**config.mk**
```make
export PLATFORM = sky130hd
export DESIGN_NAME = crc_codeword_encoder
export DESIGN_NICKNAME = d
export VERILOG_FILES = /design/src/hdl/crcce_pkg.sv /design/src/hdl/crc_codeword_encoder.sv
export SDC_FILE = /design/constraint.sdc
export NUM_CORES = 1
export LEC_CHECK = 0
export BUFFER_PORTS_ARGS = -buffer_cell sky130_fd_sc_hd__buf_4
export CAP_MARGIN = 0
export CORE_MARGIN = 2
export CORE_UTILIZATION = 60
export DETAILED_ROUTE_END_ITERATION = 7
export HOLD_SLACK_MARGIN = 0.12
export PLACE_DENSITY = 0.88
export SETUP_SLACK_MARGIN = 0.02
export SLEW_MARGIN = 15
export SYNTH_ARGS = -nofsm -noshare
export SYNTH_HDL_FRONTEND = slang
export SYNTH_SLANG_ARGS = --single-unit
export TNS_END_PERCENT = 30
```
**constraint.sdc**
```tcl
create_clock -name i_clk -period 19.9 [get_ports i_clk]
set_input_delay 0.995 -clock i_clk [delete_from_list [all_inputs] [get_ports i_clk]]
set_output_delay 0.995 -clock i_clk [all_outputs]
set_load 0.01 [all_outputs]
```
**src/hdl/crcce_pkg.sv**
```systemverilog
// Package for the CRC codeword encoder: field widths, register indexes,
// reset values and pipeline shape constants.
// No dependencies.
package crcce_pkg;

    // Payload and register widths.
    localparam int BYTE_W   = 8;
    localparam int NIB_W    = 4;
    localparam int POLY_W   = 17;
    localparam int GLEN_W   = 5;
    localparam int CW_W     = 24;
    localparam int CWLEN_W  = 5;
    localparam int CFG_IDX_W = 2;
    localparam int CFG_DATA_W = 17;

    // Default for the longest generator the block supports.
    localparam int DEF_MAX_GEN_LEN = 17;

    // Smallest generator length; shorter settings are raised to this.
    localparam int MIN_GEN_LEN = 2;

    // Dataword sizes in bits.
    localparam int DW_SHORT = 4;
    localparam int DW_LONG  = 8;

    // Division pipeline: bits of the dataword retired per stage.
    localparam int BITS_PER_STAGE = 2;
    localparam int N_CRC_STAGES   = BYTE_W / BITS_PER_STAGE;

    // Configuration register indexes.
    localparam logic [CFG_IDX_W-1:0] REG_GEN_POLY      = 2'd0;
    localparam logic [CFG_IDX_W-1:0] REG_GEN_LENGTH    = 2'd1;
    localparam logic [CFG_IDX_W-1:0] REG_DATAWORD_MODE = 2'd2;

    // Register reset values.
    localparam logic [POLY_W-1:0] RST_GEN_POLY   = 17'd11;
    localparam logic [GLEN_W-1:0] RST_GEN_LENGTH = 5'd4;
    localparam logic              RST_MODE       = 1'b0;

    // Dataword mode codes.
    localparam logic MODE_NIBBLE = 1'b0;
    localparam logic MODE_BYTE   = 1'b1;

endpackage

```
**src/hdl/crc_codeword_encoder.sv**
```systemverilog
// CRC codeword encoder top level: byte splitter, pipelined modulo-2 divider
// and output register. Depends on crcce_pkg.
//
// Each accepted byte is encoded into one codeword (8-bit dataword mode) or
// two codewords (4-bit mode, high nibble first, then low nibble). A codeword
// is the dataword followed by the remainder of dividing the dataword, with
// gen_length-1 zero bits appended, by the configured generator polynomial;
// the leading generator term is implied. Settings of gen_length below 2 act
// as 2 and settings above MAX_GEN_LEN act as MAX_GEN_LEN. The block is a
// six-stage pipeline: a splitter register that issues one dataword per cycle
// while the first division stage can load, four division stages that each
// retire two dataword bits, and an output register that assembles the
// codeword. In 8-bit mode a new byte is taken every cycle while the output
// side does not stall; in 4-bit mode a byte is held until both nibbles issue,
// since the splitter feeds both nibbles through the single division pipeline
// and the single result port. Empty stages are filled while the output is
// stalled, so the input keeps accepting until the pipeline is full. Both
// channels use a valid/ready handshake; each transaction on the output
// carries a last flag that marks the final codeword of its byte. The
// configuration registers must only be written while no transaction is in
// flight.
module crc_codeword_encoder #(
    parameter int MAX_GEN_LEN = crcce_pkg::DEF_MAX_GEN_LEN
) (
    input  logic                               i_clk,
    input  logic                               i_rst_n,
    // Configuration write port.
    input  logic                               i_cfg_wr_en,
    input  logic [crcce_pkg::CFG_IDX_W-1:0]    i_cfg_index,
    input  logic [crcce_pkg::CFG_DATA_W-1:0]   i_cfg_wdata,
    // Input channel.
    input  logic                               i_in_valid,
    output logic                               o_in_ready,
    input  logic [crcce_pkg::BYTE_W-1:0]       i_data_byte,
    // Output channel.
    output logic                               o_out_valid,
    input  logic                               i_out_ready,
    output logic [crcce_pkg::CW_W-1:0]         o_codeword,
    output logic [crcce_pkg::CWLEN_W-1:0]      o_codeword_length,
    output logic                               o_last
);

    // Remainder width, width of the remainder length, and bit index width.
    localparam int RW = MAX_GEN_LEN - 1;
    localparam int MW = $clog2(MAX_GEN_LEN);
    localparam int IW = (RW > 1) ? $clog2(RW) : 1;
    // Width wide enough for the clamped generator length and the raw setting.
    localparam int GW = ($clog2(MAX_GEN_LEN + 1) > crcce_pkg::GLEN_W) ?
                        $clog2(MAX_GEN_LEN + 1) : crcce_pkg::GLEN_W;
    // Full codeword width before truncation to the output field.
    localparam int WF = (crcce_pkg::BYTE_W + RW > crcce_pkg::CW_W) ?
                        crcce_pkg::BYTE_W + RW : crcce_pkg::CW_W;
    localparam int NS  = crcce_pkg::N_CRC_STAGES;
    localparam int BPS = crcce_pkg::BITS_PER_STAGE;
    localparam int BW  = crcce_pkg::BYTE_W;

    // ------------------------------------------------------------------
    // Configuration registers.
    // ------------------------------------------------------------------
    logic [crcce_pkg::POLY_W-1:0] r_poly;
    logic [crcce_pkg::GLEN_W-1:0] r_glen;
    logic                         r_mode;

    always_ff @(posedge i_clk) begin
        if (!i_rst_n) begin
            r_poly <= crcce_pkg::RST_GEN_POLY;
            r_glen <= crcce_pkg::RST_GEN_LENGTH;
            r_mode <= crcce_pkg::RST_MODE;
        end else if (i_cfg_wr_en) begin
            unique case (i_cfg_index)
                crcce_pkg::REG_GEN_POLY: begin
                    r_poly <= i_cfg_wdata[crcce_pkg::POLY_W-1:0];
                end
                crcce_pkg::REG_GEN_LENGTH: begin
                    r_glen <= i_cfg_wdata[crcce_pkg::GLEN_W-1:0];
                end
                crcce_pkg::REG_DATAWORD_MODE: begin
                    r_mode <= i_cfg_wdata[0];
                end
                default: begin
                    // Unknown index: the write is dropped.
                end
            endcase
        end
    end

    // Derived divisor terms. Users must write registers only while the block
    // is idle, unchecked by the block, so every stage may use them directly.
    logic [GW-1:0] glen_ext;
    logic [GW-1:0] glen_eff;
    logic [MW-1:0] rem_len;
    logic [RW-1:0] rem_mask;
    logic [RW-1:0] poly_low;

    always_comb begin
        glen_ext = GW'(r_glen);
        if (glen_ext < GW'(crcce_pkg::MIN_GEN_LEN)) begin
            glen_eff = GW'(crcce_pkg::MIN_GEN_LEN);
        end else if (glen_ext > GW'(MAX_GEN_LEN)) begin
            glen_eff = GW'(MAX_GEN_LEN);
        end else begin
            glen_eff = glen_ext;
        end
        rem_len  = MW'(glen_eff - GW'(1));
        rem_mask = ~({RW{1'b1}} << rem_len);
        poly_low = RW'(r_poly) & rem_mask;
    end

    // One step of the division: shift in one dataword bit, MSB first.
    function automatic logic [RW-1:0] div_step(
        input logic [RW-1:0] rem,
        input logic          din,
        input logic [MW-1:0] m,
        input logic [RW-1:0] mask,
        input logic [RW-1:0] low
    );
        logic          fb;
        logic [RW-1:0] nxt;
        fb  = din ^ rem[IW'(m - MW'(1))];
        nxt = (rem << 1) & mask;
        if (fb) begin
            nxt = nxt ^ low;
        end
        return nxt;
    endfunction

    // ------------------------------------------------------------------
    // Handshake enables. A stage loads when it is empty or when the stage
    // after it loads in the same cycle.
    // ------------------------------------------------------------------
    logic          r_out_vld;
    logic [NS-1:0] r_cs_vld;
    logic          out_en;
    logic [NS:0]   cs_en;

    always_comb begin
        out_en    = !r_out_vld || i_out_ready;
        cs_en[NS] = out_en;
        for (int k = NS - 1; k >= 0; k--) begin
            cs_en[k] = !r_cs_vld[k] || cs_en[k+1];
        end
    end

    // ------------------------------------------------------------------
    // Splitter stage: holds the byte, issues one dataword per unstalled cycle.
    // ------------------------------------------------------------------
    logic          r_s0_vld;
    logic [BW-1:0] r_s0_byte;
    logic          r_s0_mode;
    logic          r_s0_phase;
    logic          s0_issue;
    logic          s0_done;
    logic [BW-1:0] s0_word;
    logic          s0_last;

    always_comb begin
        s0_issue = r_s0_vld && cs_en[0];
        s0_last  = (r_s0_mode == crcce_pkg::MODE_BYTE) || r_s0_phase;
        s0_done  = s0_issue && s0_last;
        if (r_s0_mode == crcce_pkg::MODE_BYTE) begin
            s0_word = r_s0_byte;
        end else if (r_s0_phase) begin
            s0_word = BW'(r_s0_byte[crcce_pkg::NIB_W-1:0]);
        end else begin
            s0_word = BW'(r_s0_byte[BW-1:crcce_pkg::NIB_W]);
        end
    end

    assign o_in_ready = !r_s0_vld || s0_done;

    always_ff @(posedge i_clk) begin
        if (!i_rst_n) begin
            r_s0_vld   <= 1'b0;
            r_s0_phase <= 1'b0;
        end else if (i_in_valid && o_in_ready) begin
            r_s0_vld   <= 1'b1;
            r_s0_phase <= 1'b0;
        end else if (s0_done) begin
            r_s0_vld   <= 1'b0;
        end else if (s0_issue) begin
            r_s0_phase <= 1'b1;
        end
    end

    always_ff @(posedge i_clk) begin
        if (i_in_valid && o_in_ready) begin
            r_s0_byte <= i_data_byte;
            r_s0_mode <= r_mode;
        end
    end

    // ------------------------------------------------------------------
    // Division stages. Stage k retires dataword bits from the top down. A
    // short dataword rides zero-extended: leading zero bits leave the
    // remainder at zero, so the result matches a four-step division.
    // ------------------------------------------------------------------
    logic [BW-1:0] r_cs_word [NS];
    logic          r_cs_mode [NS];
    logic          r_cs_last [NS];
    logic [RW-1:0] r_cs_rem  [NS];

    logic          st_vld  [NS];
    logic [BW-1:0] st_word [NS];
    logic          st_mode [NS];
    logic          st_last [NS];
    logic [RW-1:0] st_rem  [NS];
    logic [RW-1:0] n_cs_rem [NS];

    always_comb begin
        for (int k = 0; k < NS; k++) begin
            if (k == 0) begin
                st_vld[k]  = r_s0_vld;
                st_word[k] = s0_word;
                st_mode[k] = r_s0_mode;
                st_last[k] = s0_last;
                st_rem[k]  = '0;
            end else begin
                st_vld[k]  = r_cs_vld[k-1];
                st_word[k] = r_cs_word[k-1];
                st_mode[k] = r_cs_mode[k-1];
                st_last[k] = r_cs_last[k-1];
                st_rem[k]  = r_cs_rem[k-1];
            end
            n_cs_rem[k] = st_rem[k];
            for (int j = 0; j < BPS; j++) begin
                n_cs_rem[k] = div_step(n_cs_rem[k], st_word[k][BW-1-BPS*k-j],
                                       rem_len, rem_mask, poly_low);
            end
        end
    end

    always_ff @(posedge i_clk) begin
        if (!i_rst_n) begin
            r_cs_vld <= '0;
        end else begin
            for (int k = 0; k < NS; k++) begin
                if (cs_en[k]) begin
                    r_cs_vld[k] <= st_vld[k];
                end
            end
        end
    end

    always_ff @(posedge i_clk) begin
        for (int k = 0; k < NS; k++) begin
            if (cs_en[k]) begin
                r_cs_word[k] <= st_word[k];
                r_cs_mode[k] <= st_mode[k];
                r_cs_last[k] <= st_last[k];
                r_cs_rem[k]  <= n_cs_rem[k];
            end
        end
    end

    // ------------------------------------------------------------------
    // Output register: places the dataword above the remainder.
    // ------------------------------------------------------------------
    logic [WF-1:0]                  cw_full;
    logic [MW+3:0]                  len_full;
    logic [crcce_pkg::CW_W-1:0]     r_out_cw;
    logic [crcce_pkg::CWLEN_W-1:0]  r_out_len;
    logic                           r_out_last;

    always_comb begin
        cw_full = (WF'(r_cs_word[NS-1]) << rem_len) | WF'(r_cs_rem[NS-1]);
        if (r_cs_mode[NS-1] == crcce_pkg::MODE_BYTE) begin
            len_full = (MW+4)'(crcce_pkg::DW_LONG) + (MW+4)'(rem_len);
        end else begin
            len_full = (MW+4)'(crcce_pkg::DW_SHORT) + (MW+4)'(rem_len);
        end
    end

    always_ff @(posedge i_clk) begin
        if (!i_rst_n) begin
            r_out_vld <= 1'b0;
        end else if (out_en) begin
            r_out_vld <= r_cs_vld[NS-1];
        end
    end

    always_ff @(posedge i_clk) begin
        if (out_en) begin
            r_out_cw   <= cw_full[crcce_pkg::CW_W-1:0];
            r_out_len  <= len_full[crcce_pkg::CWLEN_W-1:0];
            r_out_last <= r_cs_last[NS-1];
        end
    end

    assign o_out_valid       = r_out_vld;
    assign o_codeword        = r_out_cw;
    assign o_codeword_length = r_out_len;
    assign o_last            = r_out_last;

endmodule

```
==> flow_summary.ini <==
[cts]
insertion_delay_ns = 0.45
cts_tree = done
post-cts-setup-buffers = 0
clkSinkCount = 172
clockBufferDepth = 2
cts_hold_buffers = 0
clkSlewWorstSetupHoldPaths_ns = 0.07
ctsResizeCount = 0
cts_max_level = 4
root_buffer = clkbuf_16
numCtsBuffers = 17

[global_route]
grt_use_met2_pct = 52.8
grt_usage_pct = 33.9
gr-usage-met3_pct = 5.76
grt_remaining_overflow = 0
antenna_found_initial = 0
grt_pass1_wl_mm = 53.7
grt_max_degree = 64
grt_pass1_vias = 10000
grt.busiest_layer = met2
grt_util_met1_pct = 44.1

[timing]
fin_crit_ns = 7.32
fmax_mhz = 137
finalSetupViolations = 0
hold_violations = 0
fin_skew_ns = 0.0129
period_share_pct = 36.8
worst_pin_slew_ns = 1.14
tns_ns = 0
slew_headroom_pct = 23.7
slew_violations = 0
rsz0062_at_grt = no

[hold_path]
min_path_cells = 0
hold_path.class = flop to flop

[worst_setup_path]
arrival_ns = 7.48
crit_path_start_kind = flop
r2r_start = glen_ext[2]
end_kind = flop
cp-startpoint = glen_ext[2]
r2r_end = r_cs_rem[2][12]
worstPathMaxFanout = 41
worstSetupPathType = flop to flop
crit_required_ns = 20.07
r2r_setup_slack_ns = 12.58
endpoint = r_cs_rem[2][12]
r2r_cells = 15

[drt]
wl_per_cell_um = 22.2
firstDrtPassIters = 7
drtIter0Drc = 1990
wl_mm = 34.9
routed_via_density = 6.86
vias = 10800
drc = 0
ant_nets = 0

[pwr]
ir_worst_vdd_mv = 0.0699
p_leak_nw = 4.84
finalPower_mw = 1.15
p_per_area_mw_per_mm2 = 88.1

[place]
port_buffers = 62
routabilityCongestion = 0.991
hpwlAfterDp_mm = 23.9

[die]
fp.dieH_um = 145
die-area_mm2 = 0.0210
rows = 51
coreArea_mm2 = 0.0195
ioPinCount = 64
die_w_um = 145
start_util_pct = 61.1

[logic_synthesis]
synthTopCellsByCount = nand2_1, edfxtp_1, nor2_1
postSynth.topFlopCell = edfxtp_1
synthTopCellsByArea = edfxtp_1, mux2i_1, nand2_1, dfxtp_1, nor2_1
ys.warnings.count = 0
synthesis.area_mm2 = 0.0119
async_flop_share_pct = 0
yosys.area.top_type_share_pct = 36.1
yosysTopAreaCell = edfxtp_1
ys_seq_area_share_pct = 41.0
synth.distinct_cells = 90
syn_nets = 1333
post-synth-top-count-cell = nand2_1
syn_avg_cell_area_um2 = 9.20
synth_seq_cells = 172
synth_cells = 1293
synth_edf_count = 143

[finish]
fill_cells = 1520
num_antenna_cells = 0
layout-drive-gt1-share_pct = 13.2
area_delta_synth_final_pct = 9.93
nets = 1334
multi_input_area_mm2 = 0.00653
regArea_mm2 = 0.00487

[flow_run]
drv_cap = 0

[outcome]
status = finished clean
logic make-up (layout without fill, tap and decap cells):
kind of cell | after synthesis | in the layout | synth area share, %
adder cells (fa/ha/maj) | 8 | 8 | 0.842
AND/OR/NAND/NOR | 548 | 548 | 23.1
multiplexers | 94 | 94 | 8.87
XOR/XNOR | 59 | 59 | 4.63
buffers and inverters | 126 | 140 | 4.29
flip-flops | 172 | 172 | 41.0
AO/OA/AOI/OAI | 286 | 286 | 17.3
flip-flops by register name, indices dropped and copies added (netlist names):
register	cells
r_cs_rem	64
r_cs_word	32
o_codeword	24
r_poly	16
r_s0_byte	8
glen_ext	5
o_codeword_length	5
r_cs_last	4
r_cs_mode	4
r_cs_vld	4
o_last	1
o_out_valid	1
r_mode	1
r_s0_mode	1
r_s0_phase	1
r_s0_vld	1
placed cells by master, fill, tap and decap left out, types with 18 or more instances in the layout:
cell type	count
nand2_1	176
edfxtp_1	143
nor2_1	96
buf_4	85
mux2i_1	72
nand3_1	55
a21oi_1	50
o21ai_0	47
xnor2_1	38
nor3_1	33
or3_1	30
nand2b_1	29
dfxtp_1	29
and3_1	19
inv_1	18
nand4_1	18
xor2_1	18
where the power goes:
group	total, mW	switching (mW)	internal [mW]
Combinational	0.335	0.217	0.118
Sequential	0.460	0.0284	0.431
Clock	0.357	0.159	0.198
how the worst min path moves through the flow:
stage / startpoint / end
CTS: r_cs_word[0][6] / r_cs_word[1][6]
global route: r_cs_mode[0] / r_cs_mode[1]
finish: r_cs_last[3] / o_last
global placement: r_cs_last[2] / r_cs_last[3]
floorplan: r_cs_last[3] / o_last
detailed placement: r_cs_word[0][7] / r_cs_word[1][7]
stage by stage:
stage	hold slack, ns	util (%)	cells	worst slack (ns)	instance area, µm²
after detailed placement	0.405	64.0	1540	12.70	12500
after global routing	0.426	67.2	1572	12.32	13100
after global placement	0.401	64.0	1540	12.80	12500
final	0.422	67.2	1572	12.58	13100
after floorplan	0.400	-	1293	13.25	11900
after CTS	0.422	67.2	1572	12.68	13100
area by class of cell:
type | instances | share of cell area (%)
sequential | 172 | 37.3
timing repair buffer | 85 | 4.88
multi-input combinational | 995 | 49.9
clock inverter | 13 | 1.27
clock buffer | 19 | 3.46
tap | 265 | 2.54
inverter | 23 | 0.660
per-layer routing:
layer | share of wire (%) | vias to the layer above
met5 | 0 | -
met4 | 5.7 | 0
met1 | 37 | 4980
met3 | 12 | 185
met2 | 46 | 810
li1 | - | 4812
critical path, cell delays in order (launching register included):
cell       delay, ns
dfxtp_1         0.43
o31ai_2         0.66
nand2_2         0.12
buf_4           0.32
ha_2            0.62
buf_4           0.56
mux4_2          0.63
mux4_2          0.67
xor2_4          0.52
nand2_1         0.19
and3_1          0.23
o31ai_1         0.37
a32o_1          0.88
nor4_1          0.15
a2111oi_0       0.45
o311ai_0        0.20
(Power assumes the default switching activity.)
